**src/rtl/shb_pkg.sv**
```systemverilog
// Package for the SHA-256 byte stream hasher: initial hash values, round
// constants and the round functions. No dependencies.
`default_nettype none
package shb_pkg;

  localparam int unsigned NumWords = 8;
  localparam int unsigned WinWords = 16;
  localparam int unsigned NumRounds = 64;
  localparam logic [7:0] PadMark = 8'h80;
  localparam logic [5:0] LenStart = 6'd56;

  localparam logic [31:0] InitHash [NumWords] = '{
    32'h6a09e667, 32'hbb67ae85, 32'h3c6ef372, 32'ha54ff53a,
    32'h510e527f, 32'h9b05688c, 32'h1f83d9ab, 32'h5be0cd19
  };

  localparam logic [31:0] RoundK [NumRounds] = '{
    32'h428a2f98, 32'h71374491, 32'hb5c0fbcf, 32'he9b5dba5,
    32'h3956c25b, 32'h59f111f1, 32'h923f82a4, 32'hab1c5ed5,
    32'hd807aa98, 32'h12835b01, 32'h243185be, 32'h550c7dc3,
    32'h72be5d74, 32'h80deb1fe, 32'h9bdc06a7, 32'hc19bf174,
    32'he49b69c1, 32'hefbe4786, 32'h0fc19dc6, 32'h240ca1cc,
    32'h2de92c6f, 32'h4a7484aa, 32'h5cb0a9dc, 32'h76f988da,
    32'h983e5152, 32'ha831c66d, 32'hb00327c8, 32'hbf597fc7,
    32'hc6e00bf3, 32'hd5a79147, 32'h06ca6351, 32'h14292967,
    32'h27b70a85, 32'h2e1b2138, 32'h4d2c6dfc, 32'h53380d13,
    32'h650a7354, 32'h766a0abb, 32'h81c2c92e, 32'h92722c85,
    32'ha2bfe8a1, 32'ha81a664b, 32'hc24b8b70, 32'hc76c51a3,
    32'hd192e819, 32'hd6990624, 32'hf40e3585, 32'h106aa070,
    32'h19a4c116, 32'h1e376c08, 32'h2748774c, 32'h34b0bcb5,
    32'h391c0cb3, 32'h4ed8aa4a, 32'h5b9cca4f, 32'h682e6ff3,
    32'h748f82ee, 32'h78a5636f, 32'h84c87814, 32'h8cc70208,
    32'h90befffa, 32'ha4506ceb, 32'hbef9a3f7, 32'hc67178f2
  };

  function automatic logic [31:0] big_sigma0(input logic [31:0] x);
    return {x[1:0], x[31:2]} ^ {x[12:0], x[31:13]} ^ {x[21:0], x[31:22]};
  endfunction

  function automatic logic [31:0] big_sigma1(input logic [31:0] x);
    return {x[5:0], x[31:6]} ^ {x[10:0], x[31:11]} ^ {x[24:0], x[31:25]};
  endfunction

  function automatic logic [31:0] small_sigma0(input logic [31:0] x);
    return {x[6:0], x[31:7]} ^ {x[17:0], x[31:18]} ^ {3'b000, x[31:3]};
  endfunction

  function automatic logic [31:0] small_sigma1(input logic [31:0] x);
    return {x[16:0], x[31:17]} ^ {x[18:0], x[31:19]} ^ {10'd0, x[31:10]};
  endfunction

  function automatic logic [31:0] choose(input logic [31:0] e, input logic [31:0] f,
                                         input logic [31:0] g);
    return (e & f) ^ (~e & g);
  endfunction

  function automatic logic [31:0] majority(input logic [31:0] a, input logic [31:0] b,
                                           input logic [31:0] c);
    return (a & b) ^ (a & c) ^ (b & c);
  endfunction

endpackage
`default_nettype wire

```
**src/rtl/shb_stream_if.sv**
```systemverilog
// Valid/ready channels of the hasher: byte requests in, digest words out.
// Depends on nothing.
`default_nettype none
interface shb_in_if;
  logic       valid;
  logic       ready;
  logic [7:0] data_byte;
  logic       has_byte;
  logic       last;

  modport source (output valid, output data_byte, output has_byte, output last,
                  input ready);
  modport sink (input valid, input data_byte, input has_byte, input last,
                output ready);
endinterface

interface shb_out_if;
  logic        valid;
  logic        ready;
  logic [31:0] digest_word;
  logic [2:0]  word_index;
  logic        last_word;

  modport source (output valid, output digest_word, output word_index,
                  output last_word, input ready);
  modport sink (input valid, input digest_word, input word_index, input last_word,
                output ready);
endinterface
`default_nettype wire

```
**src/rtl/sha256_byte_stream_hasher_unit.sv**
```systemverilog
// Byte request without block end: taken while idle. Byte that fills a block: load,
// 64 rounds on the one shared round unit, chaining add. Closing request: one padding
// byte per cycle up to byte 63, one or two compressions, then 8 digest words, one per
// cycle while the output is ready. No request is taken during padding, rounds or output.
// Reset: idle, chaining words at the initial hash values, fill and length at zero.
// Uses shb_pkg and the interfaces in shb_stream_if.sv.
`default_nettype none
module sha256_byte_stream_hasher_unit
  import shb_pkg::*;
(
  input  wire logic   clk_i,
  input  wire logic   rst_ni,
  shb_in_if.sink      in_i,
  shb_out_if.source   out_o
);

  localparam logic [2:0] StIdle  = 3'd0;
  localparam logic [2:0] StPad   = 3'd1;
  localparam logic [2:0] StRound = 3'd2;
  localparam logic [2:0] StFinal = 3'd3;
  localparam logic [2:0] StOut   = 3'd4;

  localparam logic [1:0] AftIdle = 2'd0;
  localparam logic [1:0] AftPad  = 2'd1;
  localparam logic [1:0] AftOut  = 2'd2;

  logic [2:0]  state_q, state_d;
  logic [1:0]  after_q, after_d;
  logic [5:0]  fill_q, fill_d;
  logic [60:0] count_q, count_d;
  logic [5:0]  pos_q, pos_d;
  logic        mark_q, mark_d;
  logic        lenblk_q, lenblk_d;
  logic [5:0]  rnd_q, rnd_d;
  logic [2:0]  idx_q, idx_d;
  logic [31:0] h_q [NumWords];
  logic [31:0] h_d [NumWords];
  logic [31:0] v_q [NumWords];
  logic [31:0] v_d [NumWords];
  logic [31:0] w_q [WinWords];
  logic [31:0] w_d [WinWords];

  logic        wr_en;
  logic [5:0]  wr_pos;
  logic [7:0]  wr_byte;
  logic        start_cmp;
  logic [6:0]  new_fill;
  logic [63:0] bit_len;
  logic [7:0]  pad_byte;
  logic [31:0] t1, t2, w_new;
  logic        in_acc, out_acc;

  assign in_i.ready = (state_q == StIdle);
  assign in_acc = in_i.valid && in_i.ready;
  assign out_o.valid = (state_q == StOut);
  assign out_acc = out_o.valid && out_o.ready;
  assign out_o.digest_word = h_q[idx_q];
  assign out_o.word_index = idx_q;
  assign out_o.last_word = (idx_q == 3'(NumWords - 1));

  assign new_fill = {1'b0, fill_q} + {6'd0, in_i.has_byte};
  assign bit_len = {count_q, 3'b000};

  always_comb begin
    if (!mark_q) begin
      pad_byte = PadMark;
    end else if (lenblk_q && (pos_q >= LenStart)) begin
      pad_byte = bit_len[{~pos_q[2:0], 3'b000} +: 8];
    end else begin
      pad_byte = 8'h00;
    end
  end

  // One round of the shared unit, plus the schedule word sixteen ahead.
  assign t1 = v_q[7] + big_sigma1(v_q[4]) + choose(v_q[4], v_q[5], v_q[6])
            + RoundK[rnd_q] + w_q[0];
  assign t2 = big_sigma0(v_q[0]) + majority(v_q[0], v_q[1], v_q[2]);
  assign w_new = w_q[0] + small_sigma0(w_q[1]) + w_q[9] + small_sigma1(w_q[14]);

  always_comb begin
    state_d = state_q;
    after_d = after_q;
    fill_d = fill_q;
    count_d = count_q;
    pos_d = pos_q;
    mark_d = mark_q;
    lenblk_d = lenblk_q;
    rnd_d = rnd_q;
    idx_d = idx_q;
    h_d = h_q;
    v_d = v_q;
    w_d = w_q;
    wr_en = 1'b0;
    wr_pos = fill_q;
    wr_byte = in_i.data_byte;
    start_cmp = 1'b0;

    case (state_q)
      StIdle: begin
        if (in_acc) begin
          if (in_i.has_byte) begin
            wr_en = 1'b1;
            count_d = count_q + 61'd1;
          end
          if (new_fill[6]) begin
            start_cmp = 1'b1;
            fill_d = '0;
            after_d = in_i.last ? AftPad : AftIdle;
            pos_d = '0;
            mark_d = 1'b0;
            lenblk_d = 1'b1;
          end else begin
            fill_d = new_fill[5:0];
            if (in_i.last) begin
              state_d = StPad;
              pos_d = new_fill[5:0];
              mark_d = 1'b0;
              lenblk_d = (new_fill[5:0] < LenStart);
            end
          end
        end
      end
      StPad: begin
        wr_en = 1'b1;
        wr_pos = pos_q;
        wr_byte = pad_byte;
        mark_d = 1'b1;
        if (pos_q == 6'd63) begin
          start_cmp = 1'b1;
          after_d = lenblk_q ? AftOut : AftPad;
          pos_d = '0;
          lenblk_d = 1'b1;
        end else begin
          pos_d = pos_q + 6'd1;
        end
      end
      StRound: begin
        for (int i = 0; i < WinWords - 1; i++) begin
          w_d[i] = w_q[i + 1];
        end
        w_d[WinWords - 1] = w_new;
        v_d[7] = v_q[6];
        v_d[6] = v_q[5];
        v_d[5] = v_q[4];
        v_d[4] = v_q[3] + t1;
        v_d[3] = v_q[2];
        v_d[2] = v_q[1];
        v_d[1] = v_q[0];
        v_d[0] = t1 + t2;
        rnd_d = rnd_q + 6'd1;
        if (rnd_q == 6'(NumRounds - 1)) begin
          state_d = StFinal;
        end
      end
      StFinal: begin
        for (int i = 0; i < NumWords; i++) begin
          h_d[i] = h_q[i] + v_q[i];
        end
        idx_d = '0;
        case (after_q)
          AftPad:  state_d = StPad;
          AftOut:  state_d = StOut;
          default: state_d = StIdle;
        endcase
      end
      StOut: begin
        if (out_acc) begin
          idx_d = idx_q + 3'd1;
          if (out_o.last_word) begin
            h_d = InitHash;
            count_d = '0;
            fill_d = '0;
            state_d = StIdle;
          end
        end
      end
      default: begin
        state_d = StIdle;
      end
    endcase

    if (wr_en) begin
      w_d[wr_pos[5:2]][{~wr_pos[1:0], 3'b000} +: 8] = wr_byte;
    end
    // Load the working variables and run the rounds on the finished block.
    if (start_cmp) begin
      v_d = h_q;
      rnd_d = '0;
      state_d = StRound;
    end
  end

  always_ff @(posedge clk_i or negedge rst_ni) begin
    if (!rst_ni) begin
      state_q <= StIdle;
      after_q <= AftIdle;
      fill_q <= '0;
      count_q <= '0;
      pos_q <= '0;
      mark_q <= 1'b0;
      lenblk_q <= 1'b0;
      rnd_q <= '0;
      idx_q <= '0;
      h_q <= InitHash;
    end else begin
      state_q <= state_d;
      after_q <= after_d;
      fill_q <= fill_d;
      count_q <= count_d;
      pos_q <= pos_d;
      mark_q <= mark_d;
      lenblk_q <= lenblk_d;
      rnd_q <= rnd_d;
      idx_q <= idx_d;
      h_q <= h_d;
    end
  end

  always_ff @(posedge clk_i) begin
    v_q <= v_d;
    w_q <= w_d;
  end

  a_ready_excl: assert property (@(posedge clk_i) disable iff (!rst_ni)
    !(in_i.ready && out_o.valid))
    else $error("request taken while digest words are pending");

  a_final_after_rounds: assert property (@(posedge clk_i) disable iff (!rst_ni)
    (state_q == StFinal) |-> ($past(state_q) == StRound && $past(rnd_q) == 6'd63))
    else $error("chaining add without a full set of rounds");

  a_restart: assert property (@(posedge clk_i) disable iff (!rst_ni)
    (out_acc && out_o.last_word) |=> (in_i.ready && fill_q == '0 && count_q == '0))
    else $error("message state not cleared after the digest");

  a_pad_len: assert property (@(posedge clk_i) disable iff (!rst_ni)
    (state_q == StPad && lenblk_q && pos_q >= LenStart) |-> mark_q)
    else $error("length bytes overlap the padding mark");

endmodule
`default_nettype wire

```
**src/flat_wrapper.sv**
```systemverilog
// flat-port wrapper written by rule: the top's interface ports become plain ports
module sha256_byte_stream_hasher_unit_flat import shb_pkg::*;
  (clk_i, rst_ni, in_i_valid, in_i_data_byte, in_i_has_byte, in_i_last, in_i_ready, out_o_valid, out_o_digest_word, out_o_word_index, out_o_last_word, out_o_ready);
  shb_in_if in_i_i ();
  shb_out_if out_o_i ();
  input  wire logic clk_i;
  input  wire logic rst_ni;
  input wire logic [$bits(in_i_i.valid)-1:0] in_i_valid;
  input wire logic [$bits(in_i_i.data_byte)-1:0] in_i_data_byte;
  input wire logic [$bits(in_i_i.has_byte)-1:0] in_i_has_byte;
  input wire logic [$bits(in_i_i.last)-1:0] in_i_last;
  output wire logic [$bits(in_i_i.ready)-1:0] in_i_ready;
  output wire logic [$bits(out_o_i.valid)-1:0] out_o_valid;
  output wire logic [$bits(out_o_i.digest_word)-1:0] out_o_digest_word;
  output wire logic [$bits(out_o_i.word_index)-1:0] out_o_word_index;
  output wire logic [$bits(out_o_i.last_word)-1:0] out_o_last_word;
  input wire logic [$bits(out_o_i.ready)-1:0] out_o_ready;
  assign in_i_i.valid = in_i_valid;
  assign in_i_i.data_byte = in_i_data_byte;
  assign in_i_i.has_byte = in_i_has_byte;
  assign in_i_i.last = in_i_last;
  assign in_i_ready = in_i_i.ready;
  assign out_o_valid = out_o_i.valid;
  assign out_o_digest_word = out_o_i.digest_word;
  assign out_o_word_index = out_o_i.word_index;
  assign out_o_last_word = out_o_i.last_word;
  assign out_o_i.ready = out_o_ready;
  sha256_byte_stream_hasher_unit u_core (.clk_i(clk_i), .rst_ni(rst_ni), .in_i(in_i_i), .out_o(out_o_i));
endmodule
```
**config.mk**
```make
export PLATFORM = sky130hd
export DESIGN_NAME = sha256_byte_stream_hasher_unit_flat
export DESIGN_NICKNAME = d
export VERILOG_FILES = /design/src/rtl/shb_pkg.sv /design/src/rtl/shb_stream_if.sv /design/src/rtl/sha256_byte_stream_hasher_unit.sv /design/src/flat_wrapper.sv
export SDC_FILE = /design/constraint.sdc
export NUM_CORES = 2
export LEC_CHECK = 0
export BUFFER_PORTS_ARGS = -buffer_cell sky130_fd_sc_hd__buf_2
export CELL_PAD_IN_SITES_DETAIL_PLACEMENT = 2
export CELL_PAD_IN_SITES_GLOBAL_PLACEMENT = 2
export CORE_MARGIN = 3
export CORE_UTILIZATION = 41
export DETAILED_ROUTE_END_ITERATION = 7
export PLACE_DENSITY = 0.88
export SETUP_SLACK_MARGIN = 0.15
export SLEW_MARGIN = 10
export SYNTH_ARGS = -nofsm -noshare
export SYNTH_HDL_FRONTEND = slang
export SYNTH_SLANG_ARGS = --single-unit
```
**constraint.sdc**
```tcl
create_clock -name clk_i -period 10 [get_ports clk_i]
set_clock_uncertainty 0.2 [all_clocks]
set_input_delay 2 -clock clk_i [delete_from_list [all_inputs] [get_ports clk_i]]
set_output_delay 2 -clock clk_i [all_outputs]
set_load 0.03 [all_outputs]
```
Word level (Yosys, flattened, before mapping)
Memories as Yosys holds them, arrays and structs flattened.
Cells that the tools add are included.
Word-level totals
  register bits after elaboration: 1113
  ROM bits: 2048
  input bits: 14
  output and inout port bits: 38
  word-level logic and storage cells: 206
  memories kept: 1
Memories
  (name not given): words 64, width 32, rd ports 1, clocked after memory_dff 0, write ports 0, RTL line sha256_byte_stream_hasher_unit.sv:76  | + RoundK[rnd_q] + w_q[0];
Cells by class
  add/sub/neg operators: 24
  $lt $le $gt $ge: 6
  eq/ne operators: 23
  shift operators: 3
  muxes and demuxes: 69
  bitwise logic cells: 22
  reductions and logical operators: 17
Operators with widths (number)
  $mux 256: 4
  $mux 512: 2
  $add 32x32->32: 18
  $bwmux 512: 1
  $pmux 256 s2: 1
  $xor 32x32->32: 9
  $mux 61: 4
  $and 32x32->32: 5
  $mux 32: 5
  $demux 32 s4: 1
  $pmux 61 s2: 1
  $bmux 32 s3: 1
  $mux 6: 11
  $shiftx 64x7->8: 1
  $add 61x1->61 const B: 1
  $not 32->32: 1
  $shift 8x7->32 const A: 1
  $shiftx 8x7->32: 1
  $xor 32x22->32: 1
  $xor 32x29->32: 1
  $mux 3: 8
  $mux 8: 3
  $pmux 6 s2: 2
  $ne 3x3->1 const B: 6
  other kinds (38): 75

Logic depth before layout (Yosys ltp)
  depth in word-level cells: 9
  depth in mapped cells: 41
  gate-level depth less buffers: 39

Worst setup path after synthesis
No wires, ideal clock.
  path kind: input-to-reg
  start point: input in_i_has_byte
  end point: register u_core.v_q[0] (netlist name), enable pin
  setup time: 663 ps
  arrival: 9945 ps
  required time: 9137 ps
  slack: -808 ps
  cell stages on the path: 9
  path buffers: 3
  cell sequence: ha_1 > ha_1 > nand3_1 > or2_2 > o32ai_1 > clkbuf_1 > clkbuf_1 > clkbuf_1 > nand2b_1
On the way
  word-level cells in the longest chain between the ends: 5
RTL lines
  start: declaration: RTL line flat_wrapper.sv:10  | input wire logic [$bits(in_i_i.has_byte)-1:0] in_i_has_byte;
  $add 6x1->7: RTL line sha256_byte_stream_hasher_unit.sv:61  | assign new_fill = {1'b0, fill_q} + {6'd0, in_i.has_byte};
  $mux 1: RTL line sha256_byte_stream_hasher_unit.sv:105  | if (new_fill[6]) begin
  $mux 1: RTL line sha256_byte_stream_hasher_unit.sv:100  | if (in_acc) begin
  $pmux 1 s2: RTL line sha256_byte_stream_hasher_unit.sv:98  | case (state_q)
  $reduce_bool 2->1 (no source line)
  end signal: assignment: RTL line sha256_byte_stream_hasher_unit.sv:220  | v_q <= v_d;
  end: declaration: RTL line sha256_byte_stream_hasher_unit.sv:38  | logic [31:0] v_q [NumWords];
No other way between the ends.
A chain may end at the register's enable or synchronous reset.

==> results.md <==
- Post-route ant nets: 0
- Crit-path most repeated cell: fa_1
- Post-DP HPWL: 241.2 mm
- Synth warn: 0
- Overflow after GRT: 0
- Synth Net Count: 9316
- Total Routing Usage GR: 39.40%
- Tcrit/Tclk final: 97.41%
- Num rows: 156
- Final #Nets: 9059
- Crit Path Class: reg -> reg
- Detailed-router iteration count before antenna repair: 8
- Clk slew on worst S/H paths: 0.07 ns
- Final worst path period need: 9.741 ns
- Sequential fraction of the synthesis area: 35.52%
- Cell Area, Synth: 75270 um^2
- DR vias: 73830
- Fillers: 19240
- Clock Tree Buf Depth: 3
- Synth Flop Type: dfxtp_1
- CTS tree: built
- DRT iter0 DRCs: 8773
- CP max FO: 8
- Skew-Pair Late Insertion Delay: 0.85 ns
- Flop2flop setup slack: 0.26 ns
- Worst Setup End Kind: register
- Setup violators final: 0
- Worst slew margin: 9.672%
- Port Buf Inserts: 51
- Worst slew pin tran: 1.350 ns
- Area leader, netlist: dfxtp_1
- Req. time, crit path: 10.35 ns
- First-pass GRT wire length: 558.0 mm
- DR WL/cell: 34.54 um
- EDFF count, synth: 256
- Synth area leaders: dfxtp_1, edfxtp_1, nand2_1, dfrtp_1, ha_1
- Commonest cells post-synth: nand2_1, nor2_1, a31oi_1
- Layout Area Growth over Synthesis: 9.694%
- Final hold violation count: 0
- Via/cell ratio: 6.702
- WL final: 380.5 mm
- Initial core utilization: 41.42%
- Max-cap violations: 0
- WP data arrival: 10.09 ns
- Die Wd: 434.5 um
- Top-count cell post-synth: nand2_1
- Hold Path Class: reg -> reg
- Initial antenna violation count: 21
- CP max stage delay: 0.60 ns
- Final non-filler cell total: 11020
- Sequential cell area: 26760 um^2
- IO Pins: 52
- Syn_area_per_cell: 8.648 um^2
- DRC Markers: 0
- Post-Syn Instances: 8704
- Largest net degree at the start of global routing: 187
- Share of the synthesized area in the top cell type: 13.62%
- Post-synthesis cell type count: 98
- CTS Buf Count: 139
- Multi-input gate area: 45610 um^2
- Synthesized flop and latch total: 1113
- Die H: 434.5 um
- CTS sink cnt: 1113
- Placer Congestion: 0.9817
- Fmax: 0.1027 GHz
- Placed Cells: 10750
- Vias in the first global route: 79780
- Slew Limit Fails: 0
- Hold_buf cts: 0
- Worst Path Buf+Inv: 4
- Core ar.: 181700 um^2
- Outcome: completed
- RSZ-0062 raised after global routing: false
- Die area: 188800 um^2
- Worst path slowest cell: mux4_2
- Fraction of registers with async set or reset after synthesis: 31.00%
- H-tree Lvls: 4
- Clock root buffer: clkbuf_16
- Fraction of layout cells with a size suffix above 1: 11.16%
- Startpoint types: register
- Top delay family on crit path: adder cells
==> worst reg2reg max path: cells and delay by family (launching register included) <==
family,cells,cell delay (ns)
adder cells (fa/ha/maj),8,3.13
AND/OR/NAND/NOR,6,1.64
buffers and inverters,4,0.54
XOR/XNOR,1,0.17
multiplexers,1,0.60
flip-flops,1,0.48
AO/OA/AOI/OAI,12,2.72
==> cell families (layout without fill, tap and decap cells) <==
| logic type | count (synthesis) | after routing | synth area share (%) |
|---|---|---|---|
| mux | 360 | 360 | 6.619 |
| xor+xnor | 615 | 615 | 7.174 |
| flops | 1113 | 1113 | 35.52 |
| other cells | 0 | 5 | 0 |
| simple gates | 3008 | 3008 | 16.96 |
| buf+inv | 894 | 753 | 4.500 |
| compound gates | 2092 | 2092 | 17.01 |
| fa+ha+maj | 622 | 622 | 12.20 |
==> routing by layer <==
metal  wire [um]  part of all wire, %  GRT usage (%)  up-vias
met2      168200                   44          60.47     4316
li1            -                    -              -    29910
met4       27700                  7.3          24.88       28
met1      147700                   39          48.97    37980
met5         195                0.051              0        -
met3       36770                  9.7          10.80     1592
==> per-stage QoR <==
step                      util [%]  hold slack [ns]  worst slack, ns  TNS, ns  instance area (um^2)
after floorplan                  -           0.2429            1.176        0                 75280
after global placement       42.65           0.2556           0.3021        0                 77500
after detailed placement     42.65           0.2682          -0.1030  -0.2010                 77500
after CTS                    45.25           0.2713           0.2012        0                 82230
after global routing         45.43           0.2958          0.08084        0                 82560
final                        45.44           0.2724           0.2594        0                 82570
==> what timing repair did <==
item,CTS,global route
endpoints found under the setup margin,14,20
resized for setup,20,63
buffers inserted,3,4
pin swaps,3,7
==> area by class of cell <==
type / count / area share, %
antenna: 5 / 0.01515
clock buffer: 208 / 4.858
clock inverter: 49 / 0.7304
inverter: 317 / 1.449
multi-input combinational: 6697 / 55.24
sequential: 1113 / 32.40
tap: 2449 / 3.711
timing repair buffer: 179 / 1.596
==> registers in the layout, summed over array words and instances, names as in the netlist <==
name                     cells
u_core.after_q               2
u_core.count_q              61
u_core.fill_q                6
u_core.h_q                 256
u_core.lenblk_q              1
u_core.mark_q                1
u_core.out_o.word_index      3
u_core.pos_q                 6
u_core.rnd_q                 6
u_core.state_q               3
u_core.v_q                 256
u_core.w_q                 512
==> cell usage in the layout, fill, tap and decap left out, types with 24 or more instances in the layout <==
| cell | n |
|---|---|
| o21a_1 | 58 |
| clkbuf_1 | 45 |
| nor3_1 | 123 |
| xor2_1 | 239 |
| nand2_1 | 1441 |
| buf_2 | 50 |
| o21ai_1 | 48 |
| mux2_2 | 232 |
| nand2b_1 | 63 |
| nor2b_1 | 44 |
| a21oi_1 | 481 |
| inv_1 | 313 |
| dfrtp_1 | 203 |
| a21o_1 | 161 |
| buf_4 | 120 |
| and2_1 | 49 |
| o21ai_0 | 448 |
| edfxtp_1 | 256 |
| a31oi_1 | 541 |
| a211oi_1 | 44 |
| dfstp_2 | 136 |
| mux2i_1 | 41 |
| or3_1 | 48 |
| nand3_1 | 179 |
| ha_1 | 396 |
| o211ai_1 | 29 |
| and3_1 | 51 |
| clkbuf_16 | 142 |
| nor2_1 | 865 |
| fa_1 | 195 |
| o31ai_1 | 35 |
| dfxtp_1 | 512 |
| mux4_2 | 87 |
| maj3_1 | 24 |
| o21bai_1 | 40 |
| nand4_1 | 35 |
| xnor2_1 | 369 |
==> path summary, 6_finish.rpt <==
path | startpoint | end | depth (start not counted)
worst max register to register | u_core.rnd_q[1] | u_core.v_q[254] | 32
worst max-delay path | u_core.rnd_q[1] | u_core.v_q[254] | 32
min in group asynchronous | rst_ni | u_core.after_q[1] | 1
worst min-delay path | u_core.w_q[167] | u_core.w_q[199] | 2
worst min register to register | u_core.w_q[167] | u_core.w_q[199] | 2
max in group asynchronous | rst_ni | u_core.rnd_q[3] | 2
Power is left out: the tool's default activity adds up to more than one toggle a clock period on the data nets, which glitch-free logic cannot reach.
